`config.mk`:
```
export PLATFORM = sky130hd
export DESIGN_NAME = ip_address_text_parser
export DESIGN_NICKNAME = d
export VERILOG_FILES = /design/src/ipatp_pkg.sv /design/src/ip_address_text_parser.sv
export SDC_FILE = /design/constraint.sdc
export NUM_CORES = 2
export LEC_CHECK = 0
export ABC_CLOCK_PERIOD_IN_PS = 11700
export BUFFER_PORTS_ARGS = -buffer_cell sky130_fd_sc_hd__buf_4
export CORE_MARGIN = 5
export CORE_UTILIZATION = 30
export DETAILED_ROUTE_END_ITERATION = 10
export PLACE_DENSITY = 0.54
export SLEW_MARGIN = 5
export SYNTH_ARGS = -nofsm -noshare
export SYNTH_HDL_FRONTEND = slang
export SYNTH_SLANG_ARGS = --single-unit
```
`constraint.sdc`:
```
create_clock -name clk_i -period 11.7 [get_ports clk_i]
set_clock_uncertainty 0.2 [all_clocks]
set_input_delay 2.34 -clock clk_i [delete_from_list [all_inputs] [get_ports clk_i]]
set_output_delay 2.34 -clock clk_i [all_outputs]
set_load 0.005 [all_outputs]
```
`src/ipatp_pkg.sv`:
```
// ipatp_pkg: types, character codes and per-character parse functions
// for the ip address text parser; depends on nothing else
`default_nettype none

package ipatp_pkg;

  localparam int unsigned NumGroups = 8;
  localparam int unsigned GroupW    = 16;
  localparam int unsigned GcntW     = 4;  // holds 0..8 groups
  localparam int unsigned HcntW     = 3;  // holds 0..4 hex digits
  localparam int unsigned OcntW     = 3;  // holds 0..4 octets
  localparam int unsigned AddrW     = 64;

  localparam logic [7:0] ChColon = 8'h3A;
  localparam logic [7:0] ChDot   = 8'h2E;
  localparam logic [7:0] ChZero  = 8'h30;
  localparam logic [7:0] ChNine  = 8'h39;
  localparam logic [7:0] ChLowA  = 8'h61;
  localparam logic [7:0] ChLowF  = 8'h66;
  localparam logic [7:0] ChUpA   = 8'h41;
  localparam logic [7:0] ChUpF   = 8'h46;
  localparam logic [7:0] LowBias = 8'h57;  // 'a' - 10
  localparam logic [7:0] UpBias  = 8'h37;  // 'A' - 10

  localparam logic [11:0] OctetMax = 12'd255;

  typedef enum logic [2:0] {
    PH_START,
    PH_V4,
    PH_V6_LEAD,
    PH_V6,
    PH_V6_TAIL,
    PH_ERR
  } phase_e;

  typedef logic [NumGroups-1:0][GroupW-1:0] groups_t;

  // per-string parser state
  typedef struct packed {
    phase_e            phase;
    groups_t           groups;
    logic [GcntW-1:0]  gcnt;
    logic [GcntW-1:0]  gpos;
    logic              gap;
    logic [GroupW-1:0] acc;
    logic [HcntW-1:0]  hcnt;
    logic [7:0]        tok;
    logic              tok_ok;
    logic [7:0]        oct;
    logic [OcntW-1:0]  ocnt;
    logic              oct_seen;
    logic [31:0]       quad;
  } pstate_t;

  // snapshot handed from the parse stage to the finish stage
  typedef struct packed {
    logic             is_v4;
    logic             ok;
    groups_t          groups;
    logic [GcntW-1:0] gcnt;
    logic [GcntW-1:0] gpos;
    logic             gap;
    logic [31:0]      quad;
  } finish_t;

  function automatic pstate_t init_state();
    pstate_t s;
    s          = '0;
    s.phase    = PH_START;
    s.tok_ok   = 1'b1;
    return s;
  endfunction

  function automatic logic is_dec(input logic [7:0] c);
    return (c >= ChZero) && (c <= ChNine);
  endfunction

  // {legal, nibble}
  function automatic logic [4:0] hex_decode(input logic [7:0] c);
    logic [7:0] v;
    logic       hit;
    v   = '0;
    hit = 1'b1;
    if (is_dec(c)) begin
      v = c - ChZero;
    end else if ((c >= ChLowA) && (c <= ChLowF)) begin
      v = c - LowBias;
    end else if ((c >= ChUpA) && (c <= ChUpF)) begin
      v = c - UpBias;
    end else begin
      hit = 1'b0;
    end
    return {hit, v[3:0]};
  endfunction

  // x * 10 + digit
  function automatic logic [11:0] dec_push(input logic [7:0] x, input logic [7:0] c);
    logic [11:0] xw;
    logic [7:0]  d;
    xw = {4'b0, x};
    d  = c - ChZero;
    return (xw << 3) + (xw << 1) + {8'b0, d[3:0]};
  endfunction

  function automatic pstate_t dotted_char(input pstate_t st, input logic [7:0] c);
    pstate_t     s;
    logic [11:0] v;
    s = st;
    v = dec_push(st.oct, c);
    if (is_dec(c)) begin
      if ((st.oct_seen && (st.oct == 8'd0)) || (v > OctetMax)) begin
        s.phase = PH_ERR;
      end else begin
        s.oct = v[7:0];
        if (!st.oct_seen) begin
          if (st.ocnt >= OcntW'(4)) begin
            s.phase = PH_ERR;
          end else begin
            s.ocnt     = st.ocnt + OcntW'(1);
            s.oct_seen = 1'b1;
          end
        end
      end
    end else if ((c == ChDot) && st.oct_seen) begin
      if (st.ocnt >= OcntW'(4)) begin
        s.phase = PH_ERR;
      end else begin
        s.quad     = {st.quad[23:0], st.oct};
        s.oct      = '0;
        s.oct_seen = 1'b0;
      end
    end else begin
      s.phase = PH_ERR;
    end
    return s;
  endfunction

  function automatic pstate_t v6_char(input pstate_t st, input logic [7:0] c,
                                      input logic is_last);
    pstate_t     s;
    logic [4:0]  h;
    logic [11:0] v;
    s = st;
    h = hex_decode(c);
    v = dec_push(st.tok, c);
    if (h[4]) begin
      if (is_dec(c) && st.tok_ok) begin
        if (((st.hcnt != '0) && (st.tok == 8'd0)) || (v > OctetMax)) begin
          s.tok_ok = 1'b0;
        end else begin
          s.tok = v[7:0];
        end
      end else if (!is_dec(c)) begin
        s.tok_ok = 1'b0;
      end
      if (st.hcnt >= HcntW'(4)) begin
        s.phase = PH_ERR;
      end else begin
        s.acc  = {st.acc[GroupW-5:0], h[3:0]};
        s.hcnt = st.hcnt + HcntW'(1);
      end
    end else if (c == ChColon) begin
      if (st.hcnt == '0) begin
        if (st.gap) begin
          s.phase = PH_ERR;
        end else begin
          s.gap  = 1'b1;
          s.gpos = st.gcnt;
        end
      end else begin
        if (is_last || (st.gcnt >= GcntW'(NumGroups))) begin
          s.phase = PH_ERR;
        end else begin
          s.groups[st.gcnt[2:0]] = st.acc;
          s.gcnt = st.gcnt + GcntW'(1);
          s.acc  = '0;
          s.hcnt = '0;
        end
      end
      s.tok    = '0;
      s.tok_ok = 1'b1;
    end else if ((c == ChDot) && (st.hcnt != '0) && st.tok_ok &&
                 (st.gcnt <= GcntW'(6))) begin
      s.quad     = {24'b0, st.tok};
      s.oct      = '0;
      s.oct_seen = 1'b0;
      s.ocnt     = OcntW'(1);
      s.acc      = '0;
      s.hcnt     = '0;
      s.phase    = PH_V6_TAIL;
    end else begin
      s.phase = PH_ERR;
    end
    return s;
  endfunction

endpackage

`default_nettype wire

```
`src/ip_address_text_parser.sv`:
```
// Takes one address character per cycle, when not stalled, and streams through.
// The parse state is updated in the cycle a character is accepted, so a new
// character can be taken every cycle; this state loop sets the rate.
// On the character marked tlast the parsed groups are captured into a finish
// stage that places groups around a '::' gap, and the result (valid flag and
// 128-bit address) is then registered in the output register. Stalls on the
// output side hold the finish stage and then the input.
// ip_address_text_parser: top level; depends on ipatp_pkg
`default_nettype none

module ip_address_text_parser (
  input  wire logic         clk_i,
  input  wire logic         rst_ni,
  input  wire logic         s_axis_tvalid_i,
  output logic              s_axis_tready_o,
  input  wire logic [7:0]   s_axis_tdata_i,   // [7:0] ch
  input  wire logic         s_axis_tuser_i,   // [0] family
  input  wire logic         s_axis_tlast_i,
  output logic              m_axis_tvalid_o,
  input  wire logic         m_axis_tready_i,
  output logic [127:0]      m_axis_tdata_o,   // [63:0] addr_high, [127:64] addr_low
  output logic              m_axis_tuser_o    // [0] valid_res
);

  localparam int unsigned NG = ipatp_pkg::NumGroups;

  ipatp_pkg::pstate_t st_q, st_d, st_step;
  ipatp_pkg::finish_t fin_q, fin_d;
  logic               fin_vld_q;
  logic               out_vld_q;
  logic               out_ok_q;
  logic [ipatp_pkg::AddrW-1:0] out_hi_q, out_lo_q;
  logic               out_ok_d;
  logic [ipatp_pkg::AddrW-1:0] out_hi_d, out_lo_d;
  logic               out_load, fin_ready, accept;

  assign out_load        = !out_vld_q || m_axis_tready_i;
  assign fin_ready       = !fin_vld_q || out_load;
  assign s_axis_tready_o = fin_ready;
  assign accept          = s_axis_tvalid_i && fin_ready;

  // per-character parse step
  always_comb begin
    st_step = st_q;
    case (st_q.phase)
      ipatp_pkg::PH_START: begin
        if (!s_axis_tuser_i) begin
          st_step.phase = ipatp_pkg::PH_V4;
          st_step = ipatp_pkg::dotted_char(st_step, s_axis_tdata_i);
        end else if (s_axis_tdata_i == ipatp_pkg::ChColon) begin
          st_step.phase = ipatp_pkg::PH_V6_LEAD;
        end else begin
          st_step.phase = ipatp_pkg::PH_V6;
          st_step = ipatp_pkg::v6_char(st_step, s_axis_tdata_i, s_axis_tlast_i);
        end
      end
      ipatp_pkg::PH_V4, ipatp_pkg::PH_V6_TAIL: begin
        st_step = ipatp_pkg::dotted_char(st_q, s_axis_tdata_i);
      end
      ipatp_pkg::PH_V6_LEAD: begin
        if (s_axis_tdata_i == ipatp_pkg::ChColon) begin
          st_step.phase = ipatp_pkg::PH_V6;
          st_step = ipatp_pkg::v6_char(st_step, s_axis_tdata_i, s_axis_tlast_i);
        end else begin
          st_step.phase = ipatp_pkg::PH_ERR;
        end
      end
      ipatp_pkg::PH_V6: begin
        st_step = ipatp_pkg::v6_char(st_q, s_axis_tdata_i, s_axis_tlast_i);
      end
      default: begin
        st_step = st_q;
      end
    endcase
  end

  assign st_d = s_axis_tlast_i ? ipatp_pkg::init_state() : st_step;

  // close the string: flush the open group or the dotted tail
  always_comb begin
    logic [31:0] q;
    q            = {st_step.quad[23:0], st_step.oct};
    fin_d        = '0;
    fin_d.groups = st_step.groups;
    fin_d.gcnt   = st_step.gcnt;
    fin_d.gpos   = st_step.gpos;
    fin_d.gap    = st_step.gap;
    fin_d.quad   = q;
    case (st_step.phase)
      ipatp_pkg::PH_V4: begin
        fin_d.is_v4 = 1'b1;
        fin_d.ok    = (st_step.ocnt == ipatp_pkg::OcntW'(4));
      end
      ipatp_pkg::PH_V6: begin
        fin_d.ok = 1'b1;
        if (st_step.hcnt != '0) begin
          if (st_step.gcnt >= ipatp_pkg::GcntW'(NG)) begin
            fin_d.ok = 1'b0;
          end else begin
            fin_d.groups[st_step.gcnt[2:0]] = st_step.acc;
            fin_d.gcnt = st_step.gcnt + ipatp_pkg::GcntW'(1);
          end
        end
      end
      ipatp_pkg::PH_V6_TAIL: begin
        if ((st_step.ocnt == ipatp_pkg::OcntW'(4)) &&
            (st_step.gcnt <= ipatp_pkg::GcntW'(6))) begin
          fin_d.ok = 1'b1;
          fin_d.groups[st_step.gcnt[2:0]] = q[31:16];
          fin_d.groups[3'(st_step.gcnt[2:0] + 3'd1)] = q[15:0];
          fin_d.gcnt = st_step.gcnt + ipatp_pkg::GcntW'(2);
        end
      end
      default: begin
        fin_d.ok = 1'b0;
      end
    endcase
  end

  // finish stage: gap check and zero fill
  always_comb begin
    ipatp_pkg::groups_t fin;
    logic [4:0] span;
    logic       ok;
    fin  = '0;
    span = '0;
    ok   = fin_q.ok;
    if (fin_q.is_v4) begin
      out_hi_d = '0;
      out_lo_d = {32'b0, fin_q.quad};
    end else begin
      if (fin_q.gap) begin
        ok = ok && (fin_q.gcnt < ipatp_pkg::GcntW'(NG)) && (fin_q.gpos <= fin_q.gcnt);
        for (int j = 0; j < NG; j++) begin
          // j + (groups after the gap) reaching 8 means a tail group lands here
          span = 5'(j) + {1'b0, fin_q.gcnt} - {1'b0, fin_q.gpos};
          if (4'(j) < fin_q.gpos) begin
            fin[j] = fin_q.groups[j];
          end else if (span >= 5'(NG)) begin
            fin[j] = fin_q.groups[3'(3'(j) + fin_q.gcnt[2:0])];
          end else begin
            fin[j] = '0;
          end
        end
      end else begin
        ok  = ok && (fin_q.gcnt == ipatp_pkg::GcntW'(NG));
        fin = fin_q.groups;
      end
      out_hi_d = {fin[0], fin[1], fin[2], fin[3]};
      out_lo_d = {fin[4], fin[5], fin[6], fin[7]};
    end
    out_ok_d = ok;
    if (!ok) begin
      out_hi_d = '0;
      out_lo_d = '0;
    end
  end

  always_ff @(posedge clk_i or negedge rst_ni) begin
    if (!rst_ni) begin
      st_q      <= ipatp_pkg::init_state();
      fin_vld_q <= 1'b0;
      out_vld_q <= 1'b0;
    end else begin
      if (accept) begin
        st_q <= st_d;
      end
      if (fin_ready) begin
        fin_vld_q <= accept && s_axis_tlast_i;
      end
      if (out_load) begin
        out_vld_q <= fin_vld_q;
      end
    end
  end

  always_ff @(posedge clk_i) begin
    if (fin_ready && accept && s_axis_tlast_i) begin
      fin_q <= fin_d;
    end
    if (out_load && fin_vld_q) begin
      out_ok_q <= out_ok_d;
      out_hi_q <= out_hi_d;
      out_lo_q <= out_lo_d;
    end
  end

  assign m_axis_tvalid_o = out_vld_q;
  assign m_axis_tuser_o  = out_ok_q;
  assign m_axis_tdata_o  = {out_lo_q, out_hi_q};

endmodule

`default_nettype wire
```
==> run_results.csv <==
group,metric,value,unit
sta,finalHoldViolCount,0,
sta,max_freq,133,MHz
sta,worstMarginPinSlew,1.32,ns
yosys,yosysTopAreaCell,"edfxtp_1",
finish,mostFrequentLayoutCell,"nand2_1",
worst_setup_path,path_class,"in2reg",
yosys,ys_types,106,
placement,place_area,0.0367,mm^2
finish,stdcell_area,0.0386,mm^2
power_and_ir_drop,vdd_drop_max,0.000110,V
floorplan,die_area,0.121,mm^2
detailed_routing,vias,30200,
worst_setup_path,cp_slowest_cell,"and4_4",
yosys,synth_edf_count,300,
finish,final_cells,5134,
global_routing,grt_max_degree,174,
floorplan,core-area,0.113,mm^2
sta,grt_setup_unrepaired,"false",
sta,fin_crit_sh,0.645,
placement,io_buffers,144,
floorplan,die_height,348,um
finish,antenna_cells,0,
detailed_routing,first_iter_violations,4332,
worst_setup_path,arrival,7.81,ns
global_routing,grt_pass1_vias,27800,
yosys,seq_area_frac_synth,0.414,
worst_setup_path,crit_required,11.97,ns
clock_tree,hold_buffers,0,
worst_setup_path,cp_top_family,"compound AO/OA/AOI/OAI gates",
sta,slew_headroom,0.119,
worst_setup_path,crit_buf_inv,3,
yosys,ys_warn_count,0,
detailed_routing,drtPass1Iterations,6,
worst_setup_path,critPathMaxStageDelay,0.85,ns
placement,hpwl,91.8,mm
yosys,synthDominantCellAreaShare,0.263,
clock_tree,cts_buffers,58,
detailed_routing,wire_per_inst,25.7,um
yosys,syn_area_per_cell,9.48,um^2
yosys,synth_ff_type,"edfxtp_1",
sta,post-route-min-period,7.54,ns
worst_setup_path,worstPathMaxFanout,72,
finish,final_cell_mix,"nand2_1, a21oi_1, edfxtp_1",
worst_setup_path,start_kind,"primary input",
floorplan,chipWidth,348,um
clock_tree,cts_resized,0,
clock_tree,root_buffer,"clkbuf_16",
floorplan,ioPinCount,145,
detailed_routing,vias_per_cell,5.87,
floorplan,core.rowCount,123,
clock_tree,tritoncts,"done",
yosys,syn_area,0.0342,mm^2
global_routing,antenna_found_initial,3,
detailed_routing,ant_nets,0,
finish,area_growth,12.9,%
placement,gp_congestion,0.900,
finish,drive_gt1_frac,0.157,
sta,drv_slew,0,
run_status,outcome,"finished, final reports clean",
clock_tree,cts_buffer_depth,3,
sta,hold_ws,0.277,ns
clock_tree,cts_max_level,2,
worst_setup_path,crit_chain,"buf_4 > inv_1 > fa_1 > fa_1 > nor2b_1 > o2111ai_1 > a221o_1 > a221oi_4 > a21oi_2 > nor4_4 > and4_4 > buf_4 > a22oi_1 > o21ai_1",
detailed_routing,drcViolationCount,0,
clock_tree,insertion_delay,0.66,ns
worst_setup_path,end_kind,"flip-flop",
power_and_ir_drop,p_leak,0.0147,uW
yosys,ys_ff_latch,506,
floorplan,start_util,0.303,
detailed_routing,wl,132,mm
clock_tree,post-cts-setup-buffer-count,0,
clock_tree,cts.sinks,506,
sta,setup_violations,0,
sta,setup-tns-final,0,ns
placement,dp_cells,5026,
run,drv_cap,0,
yosys,syn_inst,3608,
yosys,synthArstFlopShare,0.407,
yosys,synth_fp_nets,3703,
min_path,worstHoldPathType,"reg2reg",
power_and_ir_drop,power_density,116,mW/mm^2
clock_tree,clk_transition_reported_paths,0.06,ns
finish,final_nets,3681,
global_routing,grt_overflow_total,0,
yosys,synth.area.top_cells,"edfxtp_1, dfrtp_1, nand2_1",
global_routing,grt_usage,0.209,
global_routing,grt_pass1_wl,195,mm
[path summary, 6_finish.rpt]
path                                   start         end  cells past startpoint  slack (ns)
max in group asynchronous             rst_ni    st_q[75]                      3        7.70
setup / recovery           s_axis_tdata_i[3]  fin_q[164]                     14        4.16
hold reg to reg                    st_q[204]   st_q[204]                      2        0.28
hold / removal                     st_q[204]   st_q[204]                      2        0.28
min in group asynchronous             rst_ni   st_q[207]                      1        1.52
setup reg to reg                   st_q[210]  fin_q[164]                     13        5.43
[flip-flops by register name, summed over array words and instances, names as in the netlist]
name and flops:
st_q 204, fin_q 171, out_hi_q 64, out_lo_q 64, fin_vld_q 1, m_axis_tuser_o 1, m_axis_tvalid_o 1
[worst register-to-register path, delay by kind of cell, from the launching register on]
| family | cells | cell delay [ns] |
|---|---|---|
| DFF | 1 | 0.94 |
| adders and majority gates | 1 | 0.26 |
| buffers and inverters | 2 | 1.14 |
| and+or+nand+nor | 6 | 2.72 |
| muxes | 1 | 0.30 |
| AOI/OAI and AO/OA | 3 | 0.57 |
[metal layers]
metal,track usage,vias up,share of wire
li1,-,13300,-
met1,0.304,14800,0.43
met2,0.315,1741,0.43
met3,0.0404,225,0.10
met4,0.0619,0,0.032
met5,0,-,0
[area by class of cell]
type                       instances  area (um^2)
clock inverter                    28          288
clock buffer                      80         1610
inverter                          74          278
tap                             1500         1880
sequential                       506        14200
fill                           11400        74200
multi-input combinational       2728        18700
timing repair buffer             218         1660
[Yosys cell counts (10+ instances only)]
| library cell | n |
|---|---|
| or3_1 | 11 |
| o21ai_0 | 284 |
| nor3_1 | 41 |
| o21ai_1 | 107 |
| o211ai_1 | 32 |
| xnor2_1 | 12 |
| mux2_2 | 36 |
| o22ai_1 | 21 |
| mux4_2 | 100 |
| a21oi_1 | 340 |
| ha_1 | 67 |
| xor2_1 | 11 |
| or2_2 | 14 |
| fa_1 | 14 |
| nand2_1 | 603 |
| o31ai_1 | 11 |
| a221o_1 | 10 |
| buf_1 | 27 |
| nand2b_1 | 10 |
| nand4_1 | 10 |
| nor2b_1 | 32 |
| nor2_1 | 231 |
| inv_1 | 66 |
| o21ai_2 | 29 |
| and3_1 | 11 |
| buf_4 | 26 |
| buf_2 | 42 |
| o221ai_1 | 10 |
| and2_1 | 12 |
| a31oi_1 | 17 |
| clkbuf_1 | 200 |
| a22oi_1 | 160 |
| a22o_1 | 74 |
| nand3_1 | 36 |
| edfxtp_1 | 300 |
| a211oi_1 | 32 |
| mux2i_1 | 202 |
| dfrtp_1 | 205 |
[report_power, final]
| part | leakage [uW] | switching (uW) | internal [uW] | total (uW) |
|---|---|---|---|---|
| Clock | 0.000914 | 798 | 1050 | 1850 |
| Sequential | 0.00577 | 80.4 | 1960 | 2040 |
| Combinational | 0.00801 | 391 | 200 | 591 |
[logic make-up after synthesis]
group,synth area share
AO/OA/AOI/OAI,0.228
buffers and inverters,0.0470
multiplexers,0.137
AND/OR/NAND/NOR,0.135
XOR/XNOR,0.00655
flip-flops,0.414
adder cells (fa/ha/maj),0.0327
[per-stage QoR]
stage / power, uW / utilization / setup WS [ns]
global placement: 2650 / 0.326 / 3.78
CTS: 4500 / 0.342 / 4.35
global route: 4640 / 0.342 / 3.99
finish: 4480 / 0.342 / 4.16
floorplan: 2410 / - / 0.839
detailed placement: 2660 / 0.326 / 3.70
Power figures use the tool's default switching activity.
